===== config.mk =====
export PLATFORM = sky130hd
export DESIGN_NAME = range_random_generator
export DESIGN_NICKNAME = d
export VERILOG_FILES = /design/src/rrg_pkg.sv /design/src/rrg_seq.sv /design/src/rrg_datapath.sv /design/src/range_random_generator.sv
export SDC_FILE = /design/constraint.sdc
export NUM_CORES = 2
export LEC_CHECK = 0
export BUFFER_PORTS_ARGS = -buffer_cell sky130_fd_sc_hd__clkbuf_2
export CAP_MARGIN = 30
export CORE_MARGIN = 5
export CORE_UTILIZATION = 30
export CTS_BUF_LIST = sky130_fd_sc_hd__clkbuf_4 sky130_fd_sc_hd__clkbuf_8
export DETAILED_ROUTE_END_ITERATION = 10
export HOLD_SLACK_MARGIN = 0.15
export PLACE_DENSITY_LB_ADDON = 0.15
export SYNTH_ARGS = -nofsm -noshare
export SYNTH_HDL_FRONTEND = slang
export SYNTH_SLANG_ARGS = --single-unit
export TNS_END_PERCENT = 30

===== constraint.sdc =====
create_clock -name clk -period 25.7 [get_ports clk]
set_clock_uncertainty 0.05 [all_clocks]
set_input_delay 1.285 -clock clk [delete_from_list [all_inputs] [get_ports clk]]
set_output_delay 1.285 -clock clk [all_outputs]
set_load 0.01 [all_outputs]

===== src/rrg_pkg.sv =====
// types, codes and constants of the range random generator
`default_nettype none

package rrg_pkg;

    localparam int KBITS    = 28;
    localparam int ROT_BITS = 20;
    localparam int PC_BITS  = 5;

    localparam logic CFG_RANGE_LOW  = 1'b0;
    localparam logic CFG_RANGE_HIGH = 1'b1;

    typedef struct packed {
        logic        reseed;
        logic [63:0] seed_value;
    } rrg_in_t;

    typedef struct packed {
        logic [63:0] number;
        logic        range_error;
        logic        drawn;
    } rrg_out_t;

    typedef enum logic [3:0] {
        OP_NOP,
        OP_LOAD_CTR,
        OP_STORE_CTR,
        OP_MUL_LO,
        OP_MUL_HI,
        OP_MUL_SUM,
        OP_ADD,
        OP_XOR,
        OP_ROT,
        OP_MOD_INIT,
        OP_MOD_STEP,
        OP_RESULT
    } rrg_op_t;

    typedef enum logic [3:0] {
        K_LCG_MUL,
        K_LCG_ADD,
        K_MUL_A,
        K_ADD_A,
        K_XOR_A,
        K_MUL_B,
        K_ADD_B,
        K_XOR_B,
        K_MUL_C,
        K_ADD_C
    } rrg_const_t;

    typedef enum logic [1:0] {
        COND_NEXT,
        COND_LOOP,
        COND_FINISH
    } rrg_cond_t;

    typedef struct packed {
        rrg_op_t    op;
        rrg_const_t kidx;
    } rrg_dp_ctrl_t;

    typedef struct packed {
        logic busy;
        logic finish;
    } rrg_seq_stat_t;

    function automatic logic [KBITS-1:0] k_value(input rrg_const_t k);
        logic [KBITS-1:0] v;
        unique case (k)
            K_LCG_MUL: v = 28'd151117737;
            K_LCG_ADD: v = 28'd119785373;
            K_MUL_A:   v = 28'd119785373;
            K_ADD_A:   v = 28'd126792457;
            K_XOR_A:   v = 28'd187678878;
            K_MUL_B:   v = 28'd85689495;
            K_ADD_B:   v = 28'd63498502;
            K_XOR_B:   v = 28'd143537923;
            K_MUL_C:   v = 28'd151117737;
            K_ADD_C:   v = 28'd98781234;
            default:   v = '0;
        endcase
        return v;
    endfunction

endpackage

`default_nettype wire


===== src/rrg_seq.sv =====
// microcode sequencer: program rom, step counter and loop counter
`default_nettype none

module rrg_seq #(
    parameter int WORD_BITS = 64
) (
    input  wire                   clk,
    input  wire                   rst_n,
    input  wire                   start,
    input  wire                   out_free,
    output rrg_pkg::rrg_dp_ctrl_t ctrl,
    output rrg_pkg::rrg_seq_stat_t stat
);

    localparam int CNT_BITS = $clog2(WORD_BITS);
    localparam logic [CNT_BITS-1:0] CNT_LAST = CNT_BITS'(WORD_BITS - 1);
    localparam logic [rrg_pkg::PC_BITS-1:0] PC_MOD_STEP = 5'd23;
    localparam logic [rrg_pkg::PC_BITS-1:0] PC_END      = 5'd25;

    typedef struct packed {
        rrg_pkg::rrg_op_t              op;
        rrg_pkg::rrg_const_t           kidx;
        rrg_pkg::rrg_cond_t            cond;
        logic [rrg_pkg::PC_BITS-1:0]   target;
    } rrg_uword_t;

    function automatic rrg_uword_t program_word(input logic [rrg_pkg::PC_BITS-1:0] pc);
        rrg_uword_t w;
        w.op     = rrg_pkg::OP_NOP;
        w.kidx   = rrg_pkg::K_LCG_MUL;
        w.cond   = rrg_pkg::COND_NEXT;
        w.target = '0;
        unique case (pc)
            5'd0:  w.op = rrg_pkg::OP_LOAD_CTR;
            5'd1:  begin w.op = rrg_pkg::OP_MUL_LO; w.kidx = rrg_pkg::K_LCG_MUL; end
            5'd2:  begin w.op = rrg_pkg::OP_MUL_HI; w.kidx = rrg_pkg::K_LCG_MUL; end
            5'd3:  w.op = rrg_pkg::OP_MUL_SUM;
            5'd4:  begin w.op = rrg_pkg::OP_ADD; w.kidx = rrg_pkg::K_LCG_ADD; end
            5'd5:  w.op = rrg_pkg::OP_STORE_CTR;
            5'd6:  begin w.op = rrg_pkg::OP_MUL_LO; w.kidx = rrg_pkg::K_MUL_A; end
            5'd7:  begin w.op = rrg_pkg::OP_MUL_HI; w.kidx = rrg_pkg::K_MUL_A; end
            5'd8:  w.op = rrg_pkg::OP_MUL_SUM;
            5'd9:  begin w.op = rrg_pkg::OP_ADD; w.kidx = rrg_pkg::K_ADD_A; end
            5'd10: begin w.op = rrg_pkg::OP_XOR; w.kidx = rrg_pkg::K_XOR_A; end
            5'd11: w.op = rrg_pkg::OP_ROT;
            5'd12: begin w.op = rrg_pkg::OP_MUL_LO; w.kidx = rrg_pkg::K_MUL_B; end
            5'd13: begin w.op = rrg_pkg::OP_MUL_HI; w.kidx = rrg_pkg::K_MUL_B; end
            5'd14: w.op = rrg_pkg::OP_MUL_SUM;
            5'd15: begin w.op = rrg_pkg::OP_ADD; w.kidx = rrg_pkg::K_ADD_B; end
            5'd16: begin w.op = rrg_pkg::OP_XOR; w.kidx = rrg_pkg::K_XOR_B; end
            5'd17: w.op = rrg_pkg::OP_ROT;
            5'd18: begin w.op = rrg_pkg::OP_MUL_LO; w.kidx = rrg_pkg::K_MUL_C; end
            5'd19: begin w.op = rrg_pkg::OP_MUL_HI; w.kidx = rrg_pkg::K_MUL_C; end
            5'd20: w.op = rrg_pkg::OP_MUL_SUM;
            5'd21: begin w.op = rrg_pkg::OP_ADD; w.kidx = rrg_pkg::K_ADD_C; end
            5'd22: w.op = rrg_pkg::OP_MOD_INIT;
            5'd23:
            begin
                w.op     = rrg_pkg::OP_MOD_STEP;
                w.cond   = rrg_pkg::COND_LOOP;
                w.target = PC_MOD_STEP;
            end
            5'd24: w.op = rrg_pkg::OP_RESULT;
            default:
            begin
                w.cond   = rrg_pkg::COND_FINISH;
                w.target = PC_END;
            end
        endcase
        return w;
    endfunction

    logic                        busy_reg, busy_next;
    logic [rrg_pkg::PC_BITS-1:0] pc_reg, pc_next;
    logic [CNT_BITS-1:0]         cnt_reg, cnt_next;
    rrg_uword_t                  word;

    assign word = program_word(pc_reg);

    always_comb
    begin
        busy_next = busy_reg;
        pc_next   = pc_reg;
        cnt_next  = cnt_reg;
        if (!busy_reg)
        begin
            if (start)
            begin
                busy_next = 1'b1;
                pc_next   = '0;
                cnt_next  = '0;
            end
        end
        else
        begin
            unique case (word.cond)
                rrg_pkg::COND_NEXT:
                    pc_next = pc_reg + 1'b1;
                rrg_pkg::COND_LOOP:
                begin
                    if (cnt_reg == CNT_LAST)
                    begin
                        cnt_next = '0;
                        pc_next  = pc_reg + 1'b1;
                    end
                    else
                    begin
                        cnt_next = cnt_reg + 1'b1;
                        pc_next  = word.target;
                    end
                end
                rrg_pkg::COND_FINISH:
                begin
                    if (out_free)
                    begin
                        busy_next = 1'b0;
                        pc_next   = '0;
                    end
                    else
                    begin
                        pc_next = word.target;
                    end
                end
                default:
                    pc_next = pc_reg + 1'b1;
            endcase
        end
    end

    always_ff @(posedge clk or negedge rst_n)
    begin
        if (!rst_n)
        begin
            busy_reg <= 1'b0;
            pc_reg   <= '0;
            cnt_reg  <= '0;
        end
        else
        begin
            busy_reg <= busy_next;
            pc_reg   <= pc_next;
            cnt_reg  <= cnt_next;
        end
    end

    always_comb
    begin
        ctrl.op     = busy_reg ? word.op : rrg_pkg::OP_NOP;
        ctrl.kidx   = word.kidx;
        stat.busy   = busy_reg;
        stat.finish = busy_reg && (word.cond == rrg_pkg::COND_FINISH) && out_free;
    end

endmodule

`default_nettype wire


===== src/rrg_datapath.sv =====
// datapath: counter, accumulator, split multiplier and bit-serial remainder
`default_nettype none

module rrg_datapath #(
    parameter int WORD_BITS = 64
) (
    input  wire                         clk,
    input  wire                         rst_n,
    input  rrg_pkg::rrg_dp_ctrl_t       ctrl,
    input  wire                         seed_load,
    input  wire  [WORD_BITS-1:0]        seed,
    input  wire  [WORD_BITS-1:0]        low,
    input  wire  [WORD_BITS-1:0]        span,
    output logic [WORD_BITS-1:0]        result
);

    localparam int HALF = WORD_BITS / 2;
    localparam int HW   = WORD_BITS - HALF;
    localparam int PLW  = HALF + rrg_pkg::KBITS;
    localparam int PHW  = HW + rrg_pkg::KBITS;
    localparam int ROT  = rrg_pkg::ROT_BITS;

    logic [WORD_BITS-1:0] ctr_reg, ctr_next;
    logic [WORD_BITS-1:0] acc_reg, acc_next;
    logic [WORD_BITS-1:0] part_reg, part_next;
    logic [HW-1:0]        hip_reg, hip_next;
    logic [WORD_BITS-1:0] rem_reg, rem_next;
    logic [WORD_BITS-1:0] div_reg, div_next;

    logic [rrg_pkg::KBITS-1:0] kval;
    logic [PLW-1:0]            prod_lo;
    logic [PHW-1:0]            prod_hi;
    logic [WORD_BITS:0]        shifted;
    logic [WORD_BITS:0]        span_x;
    logic [WORD_BITS:0]        diff;

    assign kval    = rrg_pkg::k_value(ctrl.kidx);
    assign prod_lo = PLW'(acc_reg[HALF-1:0]) * PLW'(kval);
    assign prod_hi = PHW'(acc_reg[WORD_BITS-1:HALF]) * PHW'(kval);
    assign shifted = {rem_reg, div_reg[WORD_BITS-1]};
    assign span_x  = {1'b0, span};
    assign diff    = shifted - span_x;

    always_comb
    begin
        ctr_next  = ctr_reg;
        acc_next  = acc_reg;
        part_next = part_reg;
        hip_next  = hip_reg;
        rem_next  = rem_reg;
        div_next  = div_reg;
        unique case (ctrl.op)
            rrg_pkg::OP_NOP:       ;
            rrg_pkg::OP_LOAD_CTR:  acc_next = ctr_reg;
            rrg_pkg::OP_STORE_CTR: ctr_next = acc_reg;
            rrg_pkg::OP_MUL_LO:    part_next = WORD_BITS'(prod_lo);
            rrg_pkg::OP_MUL_HI:    hip_next = prod_hi[HW-1:0];
            rrg_pkg::OP_MUL_SUM:   acc_next = part_reg + {hip_reg, {HALF{1'b0}}};
            rrg_pkg::OP_ADD:       acc_next = acc_reg + WORD_BITS'(kval);
            rrg_pkg::OP_XOR:       acc_next = acc_reg ^ WORD_BITS'(kval);
            rrg_pkg::OP_ROT:
                acc_next = {acc_reg[WORD_BITS-1-ROT:0], acc_reg[WORD_BITS-1:WORD_BITS-ROT]};
            rrg_pkg::OP_MOD_INIT:
            begin
                rem_next = '0;
                div_next = acc_reg;
            end
            rrg_pkg::OP_MOD_STEP:
            begin
                rem_next = (shifted >= span_x) ? diff[WORD_BITS-1:0]
                                               : shifted[WORD_BITS-1:0];
                div_next = {div_reg[WORD_BITS-2:0], 1'b0};
            end
            rrg_pkg::OP_RESULT:    acc_next = low + rem_reg;
            default:               ;
        endcase
        if (seed_load)
        begin
            ctr_next = seed;
        end
    end

    always_ff @(posedge clk or negedge rst_n)
    begin
        if (!rst_n)
        begin
            ctr_reg <= '0;
        end
        else
        begin
            ctr_reg <= ctr_next;
        end
    end

    always_ff @(posedge clk)
    begin
        acc_reg  <= acc_next;
        part_reg <= part_next;
        hip_reg  <= hip_next;
        rem_reg  <= rem_next;
        div_reg  <= div_next;
    end

    assign result = acc_reg;

endmodule

`default_nettype wire


===== src/range_random_generator.sv =====
// top level of the range random generator
// timing: reseed, empty range and inverted range items give their result in the cycle after they are taken
// a draw runs the LCG step, three mix rounds on the split multiplier, the one-bit-a-cycle
// remainder loop and the result step; no new item is taken while a draw runs or while an
// untaken result blocks the output; other items are taken one a cycle while results drain
// reset: counter 0, range_low 0, range_high 6, no item pending
`default_nettype none

module range_random_generator #(
    parameter int WORD_BITS = 64
) (
    input  wire               clk,
    input  wire               rst_n,
    input  wire               req_valid,
    output logic              req_ready,
    input  rrg_pkg::rrg_in_t  req_data,
    output logic              rsp_valid,
    input  wire               rsp_ready,
    output rrg_pkg::rrg_out_t rsp_data,
    input  wire               cfg_we,
    input  wire               cfg_index,
    input  wire  [63:0]       cfg_wdata
);

    logic [WORD_BITS-1:0] range_low_reg, range_low_next;
    logic [WORD_BITS-1:0] range_high_reg, range_high_next;
    logic                 out_valid_reg, out_valid_next;
    rrg_pkg::rrg_out_t    out_data_reg, out_data_next;

    rrg_pkg::rrg_dp_ctrl_t  ctrl;
    rrg_pkg::rrg_seq_stat_t stat;

    logic                 out_free;
    logic                 accept;
    logic                 start;
    logic                 seed_load;
    logic                 inverted;
    logic                 empty;
    logic [WORD_BITS-1:0] span;
    logic [WORD_BITS-1:0] result;

    assign out_free  = !out_valid_reg || rsp_ready;
    assign req_ready = !stat.busy && out_free;
    assign accept    = req_valid && req_ready;
    assign inverted  = range_high_reg < range_low_reg;
    assign empty     = range_high_reg == range_low_reg;
    assign span      = range_high_reg - range_low_reg;
    assign seed_load = accept && req_data.reseed;
    assign start     = accept && !req_data.reseed && !inverted && !empty;

    rrg_seq #(
        .WORD_BITS (WORD_BITS)
    ) u_seq (
        .clk      (clk),
        .rst_n    (rst_n),
        .start    (start),
        .out_free (out_free),
        .ctrl     (ctrl),
        .stat     (stat)
    );

    rrg_datapath #(
        .WORD_BITS (WORD_BITS)
    ) u_datapath (
        .clk       (clk),
        .rst_n     (rst_n),
        .ctrl      (ctrl),
        .seed_load (seed_load),
        .seed      (req_data.seed_value[WORD_BITS-1:0]),
        .low       (range_low_reg),
        .span      (span),
        .result    (result)
    );

    always_comb
    begin
        range_low_next  = range_low_reg;
        range_high_next = range_high_reg;
        if (cfg_we)
        begin
            unique case (cfg_index)
                rrg_pkg::CFG_RANGE_LOW:  range_low_next  = cfg_wdata[WORD_BITS-1:0];
                rrg_pkg::CFG_RANGE_HIGH: range_high_next = cfg_wdata[WORD_BITS-1:0];
                default:                 ;
            endcase
        end
    end

    always_comb
    begin
        out_valid_next = out_valid_reg;
        out_data_next  = out_data_reg;
        if (rsp_ready)
        begin
            out_valid_next = 1'b0;
        end
        priority if (seed_load)
        begin
            out_valid_next            = 1'b1;
            out_data_next.number      = '0;
            out_data_next.range_error = 1'b0;
            out_data_next.drawn       = 1'b0;
        end
        else if (accept && !start)
        begin
            out_valid_next            = 1'b1;
            out_data_next.number      = 64'(range_low_reg);
            out_data_next.range_error = inverted;
            out_data_next.drawn       = 1'b1;
        end
        else if (stat.finish)
        begin
            out_valid_next            = 1'b1;
            out_data_next.number      = 64'(result);
            out_data_next.range_error = 1'b0;
            out_data_next.drawn       = 1'b1;
        end
        else
        begin
        end
    end

    always_ff @(posedge clk or negedge rst_n)
    begin
        if (!rst_n)
        begin
            range_low_reg  <= '0;
            range_high_reg <= WORD_BITS'(6);
            out_valid_reg  <= 1'b0;
        end
        else
        begin
            range_low_reg  <= range_low_next;
            range_high_reg <= range_high_next;
            out_valid_reg  <= out_valid_next;
        end
    end

    always_ff @(posedge clk)
    begin
        out_data_reg <= out_data_next;
    end

    assign rsp_valid = out_valid_reg;
    assign rsp_data  = out_data_reg;

endmodule

`default_nettype wire


## Word-level counts from Yosys, hierarchy flattened

Memory sizes are Yosys's and may differ from the RTL's.
Cells that the tools add are included.

- Register bits: 555
- Bits in latches: 0
- Memory bits (writable): 0
- ROM bits: 432
- Bits of input ports: 135
- Logic and storage cells: 134
- Memories kept: 1

Memory list:

| name | words | bits a word | rd ports | clocked after Yosys merged registers in | write ports | line | text |
|---|---|---|---|---|---|---|---|
| (name not given) | 16 | 27 | 1 | 0 | 0 | rrg_pkg.sv:70 | `unique case (k)` |

- $add $sub $neg: 7
- Multiply operators: 2
- Div/mod/pow operators: 0
- Order comparisons: 2
- Equality and inequality tests: 40
- Shift-type cells: 0
- Multiplexer cells: 29
- Bitwise gates (word level): 2
- Reductions and logical operators: 36

Operator list:

| operator | number |
|---|---|
| $pmux 64 s6 | 1 |
| $pmux 64 s2 | 2 |
| $mux 64 | 3 |
| $mux 66 | 2 |
| $sub 64x64->64 | 2 |
| $ge 65x64->1 | 1 |
| $add 60x64->64 | 1 |
| $add 64x28->64 | 1 |
| $add 64x64->64 | 1 |
| $eq 64x64->1 | 1 |
| $lt 64x64->1 | 1 |
| $xor 64x28->64 | 1 |
| $mul 32x28->60 | 1 |
| $eq 5x5->1 const B | 9 |
| $pmux 4 s11 | 1 |
| $eq 5x4->1 const B | 8 |
| $pmux 4 s9 | 1 |
| $mul 32x28->32 | 1 |
| $mux 6 | 4 |
| $reduce_or 24->1 | 1 |
| $eq 5x3->1 const B | 4 |
| $mux 5 | 4 |
| $eq 4x3->1 const B | 4 |
| $eq 4x4->1 const B | 4 |
| 25 further kinds | 59 |

## Longest topological paths before layout

- Depth in word-level cells: 11
- Mapped depth: 41

## Modules after synthesis

A second synthesis with hierarchy kept.

- Cell total of the unflattened synthesis: 9388
- Area, all modules: 83192.3 µm²

By module, submodules not included:

| module | instances | cells an instance | area an instance (µm²) | seq. area each (µm²) |
|---|---|---|---|---|
| rrg_datapath | 1 | 7890 | 69700.6 | 10129.7 |
| range_random_generator | 1 | 1313 | 12110.4 | 4551.9 |
| rrg_seq | 1 | 185 | 1381.3 | 300.3 |

## Least setup slack after synthesis

Ideal clock, no wire load.

- Path kind: register to register
- Start point: reg u_seq.pc_reg[0] in the netlist's numbering
- End point: reg u_datapath.part_reg[53], data pin
- Arrival time: 9.093 ns
- Required time: 25.385 ns
- Path slack: 16.292 ns
- Stages on the path, launching flop included: 39
- Path buffers: 4
- Cell sequence: dfrtp_1 > inv_1 > ha_1 > clkbuf_1 > a221o_1 > and2_1 > inv_1 > ha_1 > clkbuf_1 > inv_1 > mux2i_1 > nand2_1 > o21ai_1 > clkbuf_1 > ha_1 > fa_1 > fa_1 > inv_1 > [3 not listed] > fa_1 > fa_1 > inv_1 > fa_1 > inv_1 > ha_1 > clkbuf_1 > and3_1 > and3_1 > nand2_1 > nor2_1 > a211oi_1 > o211ai_1 > a41oi_1 > o211ai_1 > a31oi_1 > o21ai_0 > xor2_1

- Cells in the longest elaborated chain, start to end: 5
- Elaborated cells on any way between the ends: 18

RTL lines:

| element | line | text |
|---|---|---|
| start: declaration | rrg_seq.sv:74 | `logic [rrg_pkg::PC_BITS-1:0] pc_reg, pc_next;` |
| start signal: assignment | rrg_seq.sv:141 | `pc_reg <= pc_next;` |
| $eq 5x5->1, or another cell as far along | rrg_seq.sv:33 | `unique case (pc)` |
| $reduce_or 2->1 (no source line) | - |  |
| $pmux 4 s9 * | rrg_seq.sv:33 |  |
| $mem_v2 16x27 * | - |  |
| $mul 32x28->60 * | rrg_datapath.sv:38 | `assign prod_lo = PLW'(acc_reg[HALF-1:0]) * PLW'(kval);` |
| named net u_datapath.prod_lo[53] | rrg_datapath.sv:31 | `logic [PLW-1:0] prod_lo;` |
| end signal: assignment | rrg_datapath.sv:98 | `part_reg <= part_next;` |
| end: declaration | rrg_datapath.sv:25 | `logic [WORD_BITS-1:0] part_reg, part_next;` |

Mark *: on every way through the listed nets, which the timed path passes. The rest lies on a longest branch.
A chain may end at the register's enable or synchronous reset.

## Worst setup path after layout

- Start point: reg u_seq.pc_reg[2] in the netlist's numbering
- End point: reg u_datapath.part_reg[59], data pin

The elaborated chain is that of the path after synthesis.

==> results.toml <==
[status]
status = "complete, no violations"

[floorplanning]
dieWidth_microns = 532
rows = 191
core-area_sq_mm = 0.271
die_h_microns = 532
io_pins = 203
die-area_sq_mm = 0.283
initial_core_util_pct = 30.1

[finish]
drive_gt1_share_pct = 8.46
nNetsFinal = 10951
largest_reg_flops = 66
fin_util_pct = 32.9
final_area_sq_mm = 0.0891
instances_no_fill = 12722
multi_input_area_sq_mm = 0.0593
area.sequential_sq_mm = 0.0150
fillCellCount = 28305
syn2layout_area_growth_pct = 9.16

[synth]
ys_ff_latch = 555
yosysSeqAreaShare_pct = 18.4
synth_area_leaders = "fa_1, edfxtp_1, ha_1, inv_1, dfrtp_1"
async_flop_share_pct = 36.9
synth_warnings = 0
syn_area_per_cell_sq_um = 8.96
yosysMostFrequentCell = "inv_1"
synth_top_area_cell = "fa_1"
syn_area_sq_mm = 0.0816
synth_edf_count = 284
synth_ff_type = "edfxtp_1"
synthCells = 9104
synth_nets = 11010
yosys-top-cells-count = "inv_1, nand2_1, fa_1"
ys_types = 98
synth_top_area_share_pct = 27.8

[clocking]
clkTransAtPathRegs_ns = 0.07
cts_root_buffer = "clkbuf_8"
cts_hold_buf = 0
cts_setup_buffers = 0
clock_latency_ns = 0.91
clock_sinks = 555
cts_resized = 0
cts_tree = "built"
htree_levels = 3
cts.path.max_buffers = 3
numCtsBuffers = 108

[placed_design]
dpl.hpwl_mm = 255
place.gp.congestion = 0.928
dp_cells = 12501
place_area_sq_mm = 0.0865
numPortBuffers = 202

[timing]
hold_viol_final = 0
rsz0062_at_grt = "no"
max_freq_mhz = 85.6
fin_tns_setup_ns = 0
layout_min_cycle_time_ns = 11.69
timing.final.crit_share_pct = 45.5
maxSlewViolCount = 0
worst_slew_pin_slew_ns = 1.29
slew_headroom_pct = 14.1
setup_viol = 0

[global_routing]
grt.total_usage_pct = 22.5
antenna_found_initial = 17
grt_pass1_vias = 68964
grt_max_degree = 84
grt_pass1_wl_mm = 476
grt.overflow.total = 0

[detailed_routing]
antenna_left = 0
wl_per_cell_microns = 25.5
first_pass_iters = 7
first_iter_violations = 4523
finalWirelength_mm = 325
vias = 65824
viasPerCell = 5.17
drc = 0

[flow_run]
drv_cap = 0

[setup_path]
cp-end-kind = "flip-flop"
cp-start-kind = "flip-flop"
path_max_fanout = 32
arrival_ns = 12.25
crit_type = "flip-flop to flip-flop"
rrSetupSlack_ns = 14.01
critPathMaxStageDelay_ns = 0.92
required_ns = 26.26
cpMaxStageDelayCell = "dfrtp_1"

[min_path]
hold_class = "input pin to asynchronous set/reset pin"
final timing paths:
path,end,start,cells past startpoint
min in group clk,rsp_data[0]$_SDFFE_PP0P_,rsp_data[0]$_SDFFE_PP0P_,2
worst min register to register,rsp_data[0]$_SDFFE_PP0P_,rsp_data[0]$_SDFFE_PP0P_,2
worst max-delay path,u_datapath.part_reg[59]$_DFFE_PN_,u_seq.pc_reg[2]$_DFFE_PN0P_,34
worst min-delay path,range_high_reg[11]$_DFFE_PN0P_,rst_n,1
worst max register to register,u_datapath.part_reg[59]$_DFFE_PN_,u_seq.pc_reg[2]$_DFFE_PN0P_,34
max in group asynchronous,u_datapath.ctr_reg[34]$_DFFE_PN0P_,rst_n,2
cell families (layout without fill, tap and decap cells):
| logic type | after synthesis | count (layout) | share of synthesized area [%] |
|---|---|---|---|
| compound gates | 1515 | 1515 | 12.2 |
| xor+xnor | 379 | 379 | 4.09 |
| fa+ha+maj | 1771 | 1771 | 37.6 |
| buf+inv | 2003 | 2040 | 9.30 |
| flops | 555 | 555 | 18.4 |
| mux | 260 | 260 | 3.40 |
| other cells | 0 | 11 | 0 |
| simple gates | 2621 | 2621 | 15.1 |
area by class of cell:
type	instances	share of cell area, %
multi-input combinational	6546	66.6
antenna	11	0.0309
sequential	555	16.8
clock buffer	163	2.27
tap	3570	5.02
clock inverter	43	0.504
inverter	1470	6.20
timing repair buffer	364	2.57
through the flow:
step	worst slack, ns	hold WS [ns]
after floorplan	16.29	0.392
after global placement	13.53	0.405
after detailed placement	13.53	0.401
after CTS	13.47	0.272
after global routing	13.54	0.331
final	14.01	0.329
critical path, delay by kind of cell (launching register included):
kind                       cells  cell delay (ns)
adders and majority gates      9             4.22
muxes                          1             0.14
AOI/OAI and AO/OA              8             3.01
buffers and inverters          8             1.10
and+or+nand+nor                7             1.72
DFF                            1             0.92
xor gates and xnor gates       1             0.18
cells in the final DEF (no fill, tap or decap), types with 122 or more instances in the layout:
cell type,Yosys,routed
inv_1,1468,1468
nand2_1,1175,1172
fa_1,1133,1133
ha_1,638,638
and2_1,493,493
nor2_1,413,403
a21oi_1,383,378
o21ai_0,287,286
edfxtp_1,284,284
xnor2_1,256,256
a21o_1,206,205
dfrtp_1,203,203
clkbuf_2,0,201
buf_4,1,154
nand3_1,139,138
mux2_2,134,134
clkbuf_8,0,127
mux2i_1,126,126
xor2_1,122,122
layer usage:
metal / track usage [%] / wire length (microns) / part of all wire [%] / vias up
met4: 9.02 / 15300 / 4.7 / 4
met1: 29.6 / 141000 / 44 / 33954
met3: 2.47 / 15700 / 4.9 / 503
li1: - / - / - / 29409
met5: 0 / 23 / 0.0071 / -
met2: 37.8 / 152000 / 47 / 1954
Power is left out: the tool's default activity adds up to more than one toggle a clock period on the data nets, which glitch-free logic cannot reach.
